File: config.mk
export PLATFORM = sky130hd
export DESIGN_NAME = true_peak_meter_4x_core
export DESIGN_NICKNAME = d
export VERILOG_FILES = /design/src/hdl/tpm_pkg.sv /design/src/hdl/tpm_ram.sv /design/src/hdl/tpm_mac.sv /design/src/hdl/true_peak_meter_4x_core.sv
export VERILOG_INCLUDE_DIRS = /design/src /design/src/hdl
export SDC_FILE = /design/constraint.sdc
export NUM_CORES = 2
export LEC_CHECK = 0
export BUFFER_PORTS_ARGS = -buffer_cell sky130_fd_sc_hd__buf_2
export CAP_MARGIN = 15
export CORE_MARGIN = 3
export CORE_UTILIZATION = 45
export DETAILED_ROUTE_END_ITERATION = 10
export GPL_TIMING_DRIVEN = 0
export PLACE_DENSITY = 0.59
export SYNTH_ARGS = -nofsm -noshare
export SYNTH_HDL_FRONTEND = slang
export SYNTH_SLANG_ARGS = --single-unit
File: constraint.sdc
create_clock -name clk -period 8.4 [get_ports clk]
set_clock_uncertainty 0.05 [all_clocks]
set_input_delay 0 -clock clk [delete_from_list [all_inputs] [get_ports clk]]
set_output_delay 0 -clock clk [all_outputs]
set_load 0.005 [all_outputs]
File: src/hdl/true_peak_meter_4x_core_assert.svh
// Assertion macros for the true-peak meter core.
// Used by the top level only; needs nothing else.
`ifndef TRUE_PEAK_METER_4X_CORE_ASSERT_SVH
`define TRUE_PEAK_METER_4X_CORE_ASSERT_SVH

`ifndef SYNTHESIS

// Same-cycle implication.
`define TPM_ASSERT_IMPLIES(lbl, ck, rn, ante, cons, msg) \
  lbl: assert property (@(posedge ck) disable iff (!rn) (ante) |-> (cons)) \
    else $error(msg);

// Next-cycle implication.
`define TPM_ASSERT_NEXT(lbl, ck, rn, ante, cons, msg) \
  lbl: assert property (@(posedge ck) disable iff (!rn) (ante) |=> (cons)) \
    else $error(msg);

`else

`define TPM_ASSERT_IMPLIES(lbl, ck, rn, ante, cons, msg)

`define TPM_ASSERT_NEXT(lbl, ck, rn, ante, cons, msg)

`endif

`endif

File: src/hdl/tpm_pkg.sv
// Package for the true-peak meter: word types, fixed widths and the
// elaboration-time functions that build the interpolation kernel. No dependencies.
`timescale 1ns / 1ps
`default_nettype none

package tpm_pkg;

  // Fixed widths of the audio words.
  localparam int SAMPLE_BITS = 24;
  localparam int PEAK_BITS   = SAMPLE_BITS + 1;
  localparam logic [PEAK_BITS-1:0] PEAK_MAX = '1;

  typedef longint unsigned u64_t;

  // Fixed-point constants for the kernel generator (Q30).
  localparam u64_t PI_Q30     = 64'd3373259426;
  localparam u64_t INV_PI_Q30 = 64'd341782638;
  localparam u64_t ONE_Q30    = 64'd1 << 30;
  localparam int   TAYLOR_TERMS = 7;

  // Input word.
  typedef struct packed {
    logic signed [SAMPLE_BITS-1:0] sample;
    logic                          restart;
  } tpm_in_t;

  // Result word.
  typedef struct packed {
    logic [PEAK_BITS-1:0]   true_peak;
    logic [SAMPLE_BITS-1:0] sample_peak;
    logic [PEAK_BITS-1:0]   item_peak;
    logic                   window_full;
  } tpm_out_t;

  // Control that travels with each tap read.
  typedef struct packed {
    logic vld;
    logic first;
    logic last;
  } tap_ctl_t;

  // One finished phase: rounded, saturated magnitude.
  typedef struct packed {
    logic                 vld;
    logic [PEAK_BITS-1:0] mag;
  } phase_res_t;

  // Restoring long division, used only while the kernel is elaborated.
  function automatic u64_t udiv(input u64_t num, input u64_t den);
    u64_t quo;
    u64_t rem;
    int   b;
    quo = '0;
    rem = '0;
    if (den == 0) return '0;
    for (b = 63; b >= 0; b--) begin
      rem = {rem[62:0], num[b]};
      if (rem >= den) begin
        rem    = rem - den;
        quo[b] = 1'b1;
      end
    end
    return quo;
  endfunction

  // |sin(pi*num/den)| in Q30 from a Taylor series on the folded angle.
  function automatic u64_t sin_pi_q30(input u64_t num, input u64_t den);
    u64_t   n_f;
    u64_t   x;
    u64_t   x2;
    u64_t   term;
    longint acc;
    int     n;
    if (den == 0) return '0;
    n_f = num;
    if (n_f > den) n_f = den;
    if ((n_f << 1) > den) n_f = den - n_f;
    x    = udiv(PI_Q30 * n_f, den);
    x2   = (x * x) >> 30;
    term = x;
    acc  = longint'(x);
    for (n = 1; n <= TAYLOR_TERMS; n++) begin
      term = udiv((term * x2) >> 30, u64_t'((2 * n) * (2 * n + 1)));
      if (n[0]) acc = acc - longint'(term);
      else      acc = acc + longint'(term);
    end
    return (acc < 0) ? '0 : u64_t'(acc);
  endfunction

  // Windowed sinc tap before normalisation, signed Q30.
  function automatic longint kernel_raw(input int idx, input int os, input int half);
    int   k;
    u64_t a;
    u64_t sinc;
    u64_t s;
    u64_t w;
    u64_t v;
    u64_t os_u;
    u64_t span;
    u64_t grp;
    logic neg;
    os_u = u64_t'(os);
    span = u64_t'(2 * half * os);
    k    = idx - half * os;
    a    = (k < 0) ? u64_t'(-k) : u64_t'(k);
    neg  = 1'b0;
    if (a == 0) begin
      sinc = ONE_Q30;
    end else begin
      grp  = udiv(a, os_u);
      s    = sin_pi_q30(a - grp * os_u, os_u);
      sinc = udiv(((s * os_u) * INV_PI_Q30) >> 30, a);
      neg  = grp[0];
    end
    s = sin_pi_q30(u64_t'(idx), span);
    w = (s * s) >> 30;
    v = (sinc * w) >> 30;
    return neg ? -longint'(v) : longint'(v);
  endfunction

  // Sum of all raw taps, never below one.
  function automatic longint kernel_total(input int os, input int half);
    longint total;
    int     i;
    total = 0;
    for (i = 0; i <= 2 * half * os; i++) begin
      total = total + kernel_raw(i, os, half);
    end
    if (total <= 0) total = 1;
    return total;
  endfunction

  // Normalised tap: magnitude rounded half up, then given the tap's sign.
  function automatic longint kernel_coef(input int idx, input int os, input int half,
                                         input int cfrac, input longint total);
    longint raw;
    u64_t   mag;
    u64_t   c;
    u64_t   tot_u;
    raw   = kernel_raw(idx, os, half);
    mag   = (raw < 0) ? u64_t'(-raw) : u64_t'(raw);
    tot_u = u64_t'(total);
    c     = udiv(((mag * u64_t'(os)) << cfrac) + (tot_u >> 1), tot_u);
    return (raw < 0) ? -longint'(c) : longint'(c);
  endfunction

endpackage

`default_nettype wire

File: src/hdl/tpm_ram.sv
// Generic single-port-write, single-port-read RAM with a registered read.
// No dependencies.
`timescale 1ns / 1ps
`default_nettype none

module tpm_ram #(
  parameter int WIDTH = 24,
  parameter int DEPTH = 25,
  localparam int AW = (DEPTH > 1) ? $clog2(DEPTH) : 1
) (
  input  logic             clk,
  input  logic             we,
  input  logic [AW-1:0]    waddr,
  input  logic [WIDTH-1:0] wdata,
  input  logic [AW-1:0]    raddr,
  output logic [WIDTH-1:0] rdata
);

  logic [WIDTH-1:0] mem_r [DEPTH];
  logic [WIDTH-1:0] rdata_r;

  // Write port and registered read port.
  always_ff @(posedge clk) begin
    if (we) begin
      mem_r[waddr] <= wdata;
    end
    rdata_r <= mem_r[raddr];
  end

  assign rdata = rdata_r;

endmodule

`default_nettype wire

File: src/hdl/tpm_mac.sv
// Polyphase multiply-accumulate unit: coefficient ROM, one shared multiplier,
// accumulator and rounding to a saturated magnitude. Depends on tpm_pkg.
`timescale 1ns / 1ps
`default_nettype none

module tpm_mac #(
  parameter int OVERSAMPLE = 4,
  parameter int HALF_LEN   = 12,
  parameter int COEF_BITS  = 18,
  localparam int KER_LEN = 2 * HALF_LEN * OVERSAMPLE + 1,
  localparam int KI_W    = $clog2(KER_LEN)
) (
  input  logic                                   clk,
  input  logic                                   rst_n,
  input  tpm_pkg::tap_ctl_t                      tap_ctl,
  input  logic [KI_W-1:0]                        coef_idx,
  input  logic signed [tpm_pkg::SAMPLE_BITS-1:0] sample,
  output tpm_pkg::phase_res_t                    phase_res
);

  localparam int LINE_LEN = 2 * HALF_LEN + 1;
  localparam int CFRAC    = COEF_BITS - 2;
  localparam int PROD_W   = tpm_pkg::SAMPLE_BITS + COEF_BITS;
  localparam int ACC_W    = PROD_W + $clog2(LINE_LEN + 1);
  localparam logic [ACC_W:0] HALF_LSB = {{ACC_W{1'b0}}, 1'b1} << (CFRAC - 1);
  localparam logic [ACC_W:0] PEAK_LIM =
    {{(ACC_W + 1 - tpm_pkg::PEAK_BITS){1'b0}}, tpm_pkg::PEAK_MAX};
  localparam longint KER_TOTAL = tpm_pkg::kernel_total(OVERSAMPLE, HALF_LEN);

  // Coefficient table, built at elaboration.
  logic signed [COEF_BITS-1:0] coef_rom [KER_LEN];

  for (genvar g = 0; g < KER_LEN; g++) begin : g_coef
    localparam longint CoefVal =
      tpm_pkg::kernel_coef(g, OVERSAMPLE, HALF_LEN, CFRAC, KER_TOTAL);
    assign coef_rom[g] = COEF_BITS'(CoefVal);
  end

  tpm_pkg::tap_ctl_t           ctl1_r, ctl1_nxt;
  logic signed [COEF_BITS-1:0] coef1_r, coef1_nxt;
  tpm_pkg::tap_ctl_t           ctl2_r, ctl2_nxt;
  logic signed [PROD_W-1:0]    prod2_r, prod2_nxt;
  logic signed [ACC_W-1:0]     acc_r, acc_nxt;
  logic                        done3_r, done3_nxt;
  tpm_pkg::phase_res_t         res4_r, res4_nxt;

  logic [ACC_W-1:0] acc_mag;
  logic [ACC_W:0]   rnd;

  // Stage 1: the coefficient lines up with the sample read from the RAM.
  always_comb begin
    ctl1_nxt  = tap_ctl;
    coef1_nxt = coef_rom[coef_idx];
  end

  // Stage 2: one signed product.
  always_comb begin
    ctl2_nxt  = ctl1_r;
    prod2_nxt = PROD_W'(sample) * PROD_W'(coef1_r);
  end

  // Stage 3: accumulate; the first tap of a phase restarts the sum.
  always_comb begin
    acc_nxt   = acc_r;
    done3_nxt = 1'b0;
    if (ctl2_r.vld) begin
      acc_nxt   = (ctl2_r.first ? '0 : acc_r) + ACC_W'(prod2_r);
      done3_nxt = ctl2_r.last;
    end
  end

  // Stage 4: magnitude, round half up dropping CFRAC fraction bits, saturate.
  always_comb begin
    acc_mag = acc_r[ACC_W-1] ? ACC_W'(-acc_r) : ACC_W'(acc_r);
    rnd     = ({1'b0, acc_mag} + HALF_LSB) >> CFRAC;
    res4_nxt.vld = done3_r;
    res4_nxt.mag = (rnd > PEAK_LIM) ? tpm_pkg::PEAK_MAX : rnd[tpm_pkg::PEAK_BITS-1:0];
  end

  always_ff @(posedge clk) begin
    if (!rst_n) begin
      ctl1_r     <= '0;
      ctl2_r     <= '0;
      done3_r    <= 1'b0;
      res4_r.vld <= 1'b0;
    end else begin
      ctl1_r     <= ctl1_nxt;
      ctl2_r     <= ctl2_nxt;
      done3_r    <= done3_nxt;
      res4_r.vld <= res4_nxt.vld;
    end
    coef1_r    <= coef1_nxt;
    prod2_r    <= prod2_nxt;
    acc_r      <= acc_nxt;
    res4_r.mag <= res4_nxt.mag;
  end

  assign phase_res = res4_r;

endmodule

`default_nettype wire

File: src/hdl/true_peak_meter_4x_core.sv
// True-peak meter with polyphase oversampling, top level.
// Depends on tpm_pkg, tpm_ram, tpm_mac and true_peak_meter_4x_core_assert.svh.
//
// Usage: one audio word enters on in_valid/in_ready (sample, restart) and one
// result word leaves on out_valid/out_ready (true_peak, sample_peak,
// item_peak, window_full). Every input word gives exactly one result word.
// The sample history sits in a circular RAM of 2*HALF_LEN+1 entries; each
// input word is written to it and, once the line is full, the shared MAC
// reads it back 2*HALF_LEN*OVERSAMPLE+1 times, one tap per cycle, to form
// all OVERSAMPLE phases.
// During warm-up a word goes straight to its result; with a full line the
// core runs every tap, one per cycle through the RAM read port, and then
// drains the four-stage MAC pipeline before the result is loaded.
// The result is registered; in_ready rises again once it is loaded, so a
// new word is taken while the last result still waits.
// If the receiver stalls with a result pending, the next result waits in
// the core and in_ready stays low until the output register is free.
// Reset empties the measurement: fill count and both peaks are zero. The
// RAM needs no clearing, as entries are read only after they are written.
`timescale 1ns / 1ps
`default_nettype none
`include "true_peak_meter_4x_core_assert.svh"

module true_peak_meter_4x_core #(
  parameter int OVERSAMPLE = 4,
  parameter int HALF_LEN   = 12,
  parameter int COEF_BITS  = 18
) (
  input  logic              clk,
  input  logic              rst_n,
  input  logic              in_valid,
  output logic              in_ready,
  input  tpm_pkg::tpm_in_t  in_data,
  output logic              out_valid,
  input  logic              out_ready,
  output tpm_pkg::tpm_out_t out_data
);

  localparam int LINE_LEN = 2 * HALF_LEN + 1;
  localparam int AW       = $clog2(LINE_LEN);
  localparam int FILL_W   = $clog2(LINE_LEN + 1);
  localparam int PW       = $clog2(OVERSAMPLE);
  localparam int KER_LEN  = 2 * HALF_LEN * OVERSAMPLE + 1;
  localparam int KI_W     = $clog2(KER_LEN);
  localparam int SB       = tpm_pkg::SAMPLE_BITS;
  localparam int PB       = tpm_pkg::PEAK_BITS;

  localparam logic [AW-1:0]     LAST_D    = AW'(LINE_LEN - 1);
  localparam logic [PW-1:0]     LAST_P    = PW'(OVERSAMPLE - 1);
  localparam logic [FILL_W-1:0] FILL_FULL = FILL_W'(LINE_LEN);
  localparam logic [AW:0]       LINE_WRAP = (AW + 1)'(LINE_LEN);

  // Sequencer states.
  localparam logic [1:0] ST_IDLE  = 2'd0;
  localparam logic [1:0] ST_MAC   = 2'd1;
  localparam logic [1:0] ST_DRAIN = 2'd2;
  localparam logic [1:0] ST_DONE  = 2'd3;

  logic [1:0]        state_r, state_nxt;
  logic [FILL_W-1:0] fill_r, fill_nxt;
  logic [AW-1:0]     wp_r, wp_nxt;
  logic [AW-1:0]     base_r, base_nxt;
  logic [AW-1:0]     d_r, d_nxt;
  logic [PW-1:0]     p_r, p_nxt;
  logic [PW-1:0]     ph_cnt_r, ph_cnt_nxt;
  logic [PB-1:0]     tp_r, tp_nxt;
  logic [SB-1:0]     sp_r, sp_nxt;
  logic [PB-1:0]     item_r, item_nxt;
  logic              full_r, full_nxt;
  logic              out_valid_r, out_valid_nxt;
  tpm_pkg::tpm_out_t out_data_r, out_data_nxt;

  logic                accept;
  logic [AW-1:0]       wp_inc;
  logic [SB-1:0]       x_mag;
  logic [SB-1:0]       sp_base;
  logic [FILL_W-1:0]   fill_inc;
  logic                win_full;
  logic [AW:0]         addr_sum;
  logic [AW-1:0]       rd_addr;
  logic [SB-1:0]       rd_data;
  logic [KI_W-1:0]     coef_idx;
  tpm_pkg::tap_ctl_t   tap_ctl;
  tpm_pkg::phase_res_t phase_res;
  logic [PB-1:0]       item_max;
  logic [PB-1:0]       tp_base;

  assign accept = in_valid && in_ready;

  // Sample history: written on acceptance, read one tap per cycle.
  tpm_ram #(
    .WIDTH(SB),
    .DEPTH(LINE_LEN)
  ) u_hist (
    .clk  (clk),
    .we   (accept),
    .waddr(wp_r),
    .wdata(in_data.sample),
    .raddr(rd_addr),
    .rdata(rd_data)
  );

  // Tap address: the oldest sample sits at base_r, newer ones follow.
  always_comb begin
    addr_sum = {1'b0, base_r} + {1'b0, d_r};
    rd_addr  = (addr_sum >= LINE_WRAP) ? AW'(addr_sum - LINE_WRAP) : addr_sum[AW-1:0];
    coef_idx = KI_W'(d_r) * KI_W'(OVERSAMPLE) - KI_W'(p_r);
    tap_ctl.vld   = (state_r == ST_MAC);
    tap_ctl.first = (p_r == '0) ? (d_r == '0) : (d_r == AW'(1));
    tap_ctl.last  = (d_r == LAST_D);
  end

  tpm_mac #(
    .OVERSAMPLE(OVERSAMPLE),
    .HALF_LEN  (HALF_LEN),
    .COEF_BITS (COEF_BITS)
  ) u_mac (
    .clk      (clk),
    .rst_n    (rst_n),
    .tap_ctl  (tap_ctl),
    .coef_idx (coef_idx),
    .sample   (rd_data),
    .phase_res(phase_res)
  );

  // Helpers for the word being accepted and the phase being finished.
  always_comb begin
    wp_inc   = (wp_r == LAST_D) ? '0 : wp_r + AW'(1);
    x_mag    = in_data.sample[SB-1] ? SB'(-in_data.sample) : SB'(in_data.sample);
    sp_base  = in_data.restart ? '0 : sp_r;
    fill_inc = in_data.restart ? FILL_W'(1) :
               ((fill_r == FILL_FULL) ? fill_r : fill_r + FILL_W'(1));
    win_full = (fill_inc == FILL_FULL);
    item_max = (phase_res.mag > item_r) ? phase_res.mag : item_r;
    tp_base  = in_data.restart ? '0 : tp_r;
  end

  // Sequencer and measurement state.
  always_comb begin
    state_nxt     = state_r;
    fill_nxt      = fill_r;
    wp_nxt        = wp_r;
    base_nxt      = base_r;
    d_nxt         = d_r;
    p_nxt         = p_r;
    ph_cnt_nxt    = ph_cnt_r;
    tp_nxt        = tp_r;
    sp_nxt        = sp_r;
    item_nxt      = item_r;
    full_nxt      = full_r;
    out_valid_nxt = out_valid_r;
    out_data_nxt  = out_data_r;

    if (out_valid_r && out_ready) begin
      out_valid_nxt = 1'b0;
    end

    case (state_r)
      ST_IDLE: begin
        if (accept) begin
          fill_nxt   = fill_inc;
          wp_nxt     = wp_inc;
          base_nxt   = wp_inc;
          d_nxt      = '0;
          p_nxt      = '0;
          ph_cnt_nxt = '0;
          tp_nxt     = tp_base;
          sp_nxt     = (x_mag > sp_base) ? x_mag : sp_base;
          item_nxt   = '0;
          full_nxt   = win_full;
          state_nxt  = win_full ? ST_MAC : ST_DONE;
        end
      end
      ST_MAC: begin
        // One tap per cycle; each phase after the first skips the oldest sample.
        if (d_r == LAST_D) begin
          if (p_r == LAST_P) begin
            state_nxt = ST_DRAIN;
          end else begin
            p_nxt = p_r + PW'(1);
            d_nxt = AW'(1);
          end
        end else begin
          d_nxt = d_r + AW'(1);
        end
      end
      ST_DRAIN: begin
        state_nxt = ST_DRAIN;
      end
      ST_DONE: begin
        if (!out_valid_r || out_ready) begin
          out_valid_nxt            = 1'b1;
          out_data_nxt.true_peak   = tp_r;
          out_data_nxt.sample_peak = sp_r;
          out_data_nxt.item_peak   = item_r;
          out_data_nxt.window_full = full_r;
          state_nxt                = ST_IDLE;
        end
      end
      default: begin
        state_nxt = ST_IDLE;
      end
    endcase

    // Finished phases update the item peak; the last one closes the word.
    if (phase_res.vld) begin
      item_nxt   = item_max;
      ph_cnt_nxt = ph_cnt_r + PW'(1);
      if (ph_cnt_r == LAST_P) begin
        tp_nxt    = (item_max > tp_r) ? item_max : tp_r;
        state_nxt = ST_DONE;
      end
    end
  end

  always_ff @(posedge clk) begin
    if (!rst_n) begin
      state_r     <= ST_IDLE;
      fill_r      <= '0;
      wp_r        <= '0;
      tp_r        <= '0;
      sp_r        <= '0;
      out_valid_r <= 1'b0;
    end else begin
      state_r     <= state_nxt;
      fill_r      <= fill_nxt;
      wp_r        <= wp_nxt;
      tp_r        <= tp_nxt;
      sp_r        <= sp_nxt;
      out_valid_r <= out_valid_nxt;
    end
    base_r     <= base_nxt;
    d_r        <= d_nxt;
    p_r        <= p_nxt;
    ph_cnt_r   <= ph_cnt_nxt;
    item_r     <= item_nxt;
    full_r     <= full_nxt;
    out_data_r <= out_data_nxt;
  end

  assign in_ready  = (state_r == ST_IDLE);
  assign out_valid = out_valid_r;
  assign out_data  = out_data_r;

  // Checks on the sequencer and the result word.
  `TPM_ASSERT_IMPLIES(a_phase_in_compute, clk, rst_n, phase_res.vld, (state_r == ST_MAC) || (state_r == ST_DRAIN), "phase result outside the compute states")
  `TPM_ASSERT_IMPLIES(a_peak_order, clk, rst_n, out_valid && out_data.window_full, out_data.true_peak >= out_data.item_peak, "item peak above the running true peak")
  `TPM_ASSERT_IMPLIES(a_warmup_zero, clk, rst_n, out_valid && !out_data.window_full, out_data.item_peak == '0, "item peak set during warm-up")
  `TPM_ASSERT_NEXT(a_fill_after_accept, clk, rst_n, in_valid && in_ready, fill_r != '0, "fill count empty after an accepted word")

endmodule

`default_nettype wire

==> impl_metrics.json <==
{
  "outcome": "complete, no violations",
  "track_usage_pct": 25.3,
  "final_cell_mix": "nand2_1, edfxtp_1, inv_1",
  "endpoint_kind": "flop",
  "h-tree-depth": 3,
  "setup_viol": 0,
  "slew_violations": 0,
  "clkSinkCount": 940,
  "wl_per_cell_um": 22.9,
  "root_buffer": "clkbuf_16",
  "synth_area_sq_mm": 0.0582,
  "globalplace.congestion": 0.931,
  "vias_per_cell": 5.58,
  "r2r_slack_ps": 510,
  "cap_violations": 0,
  "grt_pass1_wl_um": 256000,
  "cts.clk_slew.worst_paths_ps": 70,
  "crit_path_start": "u_hist.rdata[8]",
  "min_path_type": "input port to flop",
  "rsz0062_at_grt": "false",
  "coreArea_sq_mm": 0.128,
  "use_met2_pct": 41.8,
  "n_fill_cell": 11500,
  "clock_path_buffers": 3,
  "worstSetupPathType": "flop to flop",
  "worst-r2r-cell-count": 24,
  "synth_cells": 5313,
  "area_growth_pct": 12.0,
  "relSlewSlack_pct": 34.1,
  "cts_buffers": 97,
  "grt.overflow.total": 0,
  "drive_above_1_share_pct": 7.55,
  "synth.distinct_cells": 94,
  "clkLatencyLatePin_ps": 740,
  "die_area_sq_mm": 0.134,
  "num_rows": 131,
  "ys_ff_latch": 940,
  "yosysWarnings": 0,
  "worst_pin_slew_ps": 987,
  "critPathCapture": "u_mac.prod2_r[39]",
  "tns_ps": 0,
  "synth_edf_count": 762,
  "r2r_end": "u_mac.prod2_r[39]",
  "crit_path_start_kind": "flop",
  "drc_errors": 0,
  "r2r_start": "u_hist.rdata[8]",
  "io_pins": 106,
  "grt_max_degree": 38,
  "drt_iter0_drc": 3544,
  "hpwlAfterDp_um": 124000,
  "stdcell_count": 7382,
  "initial_core_util_pct": 45.5,
  "clock.fmax_ghz": 0.127,
  "ys_async_sr_fraction_pct": 0,
  "final_common_cell": "nand2_1",
  "nets": 6279,
  "use_met1_pct": 34.1,
  "final_antenna_net_count": 0,
  "grt_busiest_layer": "met2",
  "drtPass1Iterations": 5,
  "worstPathRequired_ps": 9020,
  "postSynthAreaPerCell_sq_um": 11.0,
  "synth_ff_type": "edfxtp_1",
  "met3_usage_pct": 4.42,
  "ys_seq_area_share_pct": 45.4,
  "antenna_found_initial": 10,
  "arrival_ps": 8510,
  "chipWidth_um": 366,
  "hold_path_depth": 3,
  "min_period_ps": 7890,
  "die_h_um": 366,
  "cp_max_fo": 10,
  "fin_crit_sh_pct": 93.9,
  "cts_tree": "built",
  "place_inst": 7169,
  "hold_viol_final": 0,
  "portBuffers": 105,
  "vias": 41200,
  "routed_wl_um": 169000,
  "syn-num-nets": 6024,
  "grt_pass1_vias": 41300
}
[state kept, by name, indices dropped and copies added, names as in the netlist]
| signal | cells |
|---|---|
| tp_r | 25 |
| d_r | 5 |
| p_r | 2 |
| full_r | 1 |
| out_data | 75 |
| out_valid | 1 |
| u_mac.prod2_r | 42 |
| ph_cnt_r | 2 |
| u_mac.acc_r | 47 |
| u_mac.ctl2_r | 3 |
| base_r | 5 |
| state_r | 2 |
| u_hist.mem_r | 600 |
| u_hist.rdata | 24 |
| u_mac.ctl1_r | 3 |
| u_mac.coef1_r | 17 |
| u_mac.phase_res | 26 |
| u_mac.done3_r | 1 |
| fill_r | 5 |
| item_r | 25 |
| wp_r | 5 |
| sp_r | 24 |
[logic make-up (layout without fill, tap and decap cells)]
logic type                 count (synthesis)  in the layout  share of synthesized area [%]
and+or+nand+nor                         1728           1728                           14.1
DFF                                      940            940                           45.4
AOI/OAI and AO/OA                        810            810                           9.40
other                                      0              1                              0
muxes                                    110            110                           2.44
xor gates and xnor gates                 175            175                           2.66
adders and majority gates                682            682                           20.2
buffers and inverters                    868           1207                           5.73
[Yosys cell counts, types with 30 or more instances]
library cell	number	area share, %
a211oi_1	30	0.39
a21o_1	53	0.68
a21oi_1	245	2.1
a221oi_1	44	0.66
a31oi_1	37	0.40
and2_1	158	1.7
clkbuf_1	225	1.5
dfxtp_1	178	6.1
edfxtp_1	762	39
fa_1	428	15
ha_1	254	5.5
inv_1	597	3.9
mux2i_1	82	1.4
nand2_1	799	5.2
nand2b_1	69	0.74
nand3_1	140	1.2
nand4_1	50	0.54
nor2_1	193	1.2
nor2b_1	116	1.2
nor3_1	44	0.38
o21a_1	33	0.43
o21ai_0	111	0.95
xnor2_1	129	1.9
xor2_1	44	0.66
[cell type report]
type                            count  area, sq um  area share (%)
Antenna cell                        1         2.50         0.00384
Multi-Input combinational cell   3505        28600            43.9
Sequential cell                   940        26400            40.6
Clock inverter                     59          662            1.02
Tap cell                         1729         2160            3.32
Clock buffer                      124         2660            4.08
Buffer                            269         1090            1.67
Timing Repair Buffer              156         1290            1.98
Inverter                          599         2250            3.45
[stage by stage]
stage | utilization (%) | hold slack [ps] | worst slack (ps) | area [sq um]
after floorplan | - | 48.9 | 2100 | 58200
after global placement | 47.6 | 289 | 20.9 | 60900
after detailed placement | 48.1 | 290 | 114 | 61500
after CTS | 50.9 | 58.8 | 82.3 | 65200
after global routing | 50.9 | 118 | 201 | 65200
final | 50.9 | 119 | 513 | 65200
[layer usage]
| layer | vias up | routed length (um) |
|---|---|---|
| met3 | 306 | 11200 |
| met5 | - | 44 |
| met2 | 1430 | 80200 |
| li1 | 18800 | - |
| met1 | 20600 | 71900 |
| met4 | 6 | 5610 |
[worst min-delay path by stage]
stage,to,from,slack (ps)
detailed placement,u_mac.ctl2_r[0],rst_n,290
global route,u_mac.ctl2_r[2],rst_n,120
floorplan,u_hist.mem_r[0][0],in_data[1],50
finish,u_mac.ctl2_r[2],rst_n,120
CTS,u_mac.ctl2_r[2],rst_n,60
global placement,u_mac.phase_res[25],rst_n,290
[worst max-delay path, stage by stage, from the launching register on]
cell and delay (ps):
dfxtp_1 390, clkbuf_1 470, clkbuf_2 400, nand2_1 130, fa_1 580, inv_1 60, fa_1 530, inv_1 50
fa_1 510, inv_1 50, fa_1 480, fa_1 540, inv_1 50, fa_1 640, inv_1 80, ha_1 390
a21o_1 190, a21oi_1 200, o21ai_0 160, a221oi_1 540, nand3_1 140, o21ai_1 390, o21ai_0 280, o41ai_1 370
xnor2_1 170
[timing repair]
action                     in CTS  in global routing
hold endpoints to repair      653                  0
buffers inserted                0                  0
resized for setup               0                  8
setup endpoints to repair       0                  5
hold buffers                   29                  0
Power is left out: the tool's default activity adds up to more than one toggle a clock period on the data nets, which glitch-free logic cannot reach.
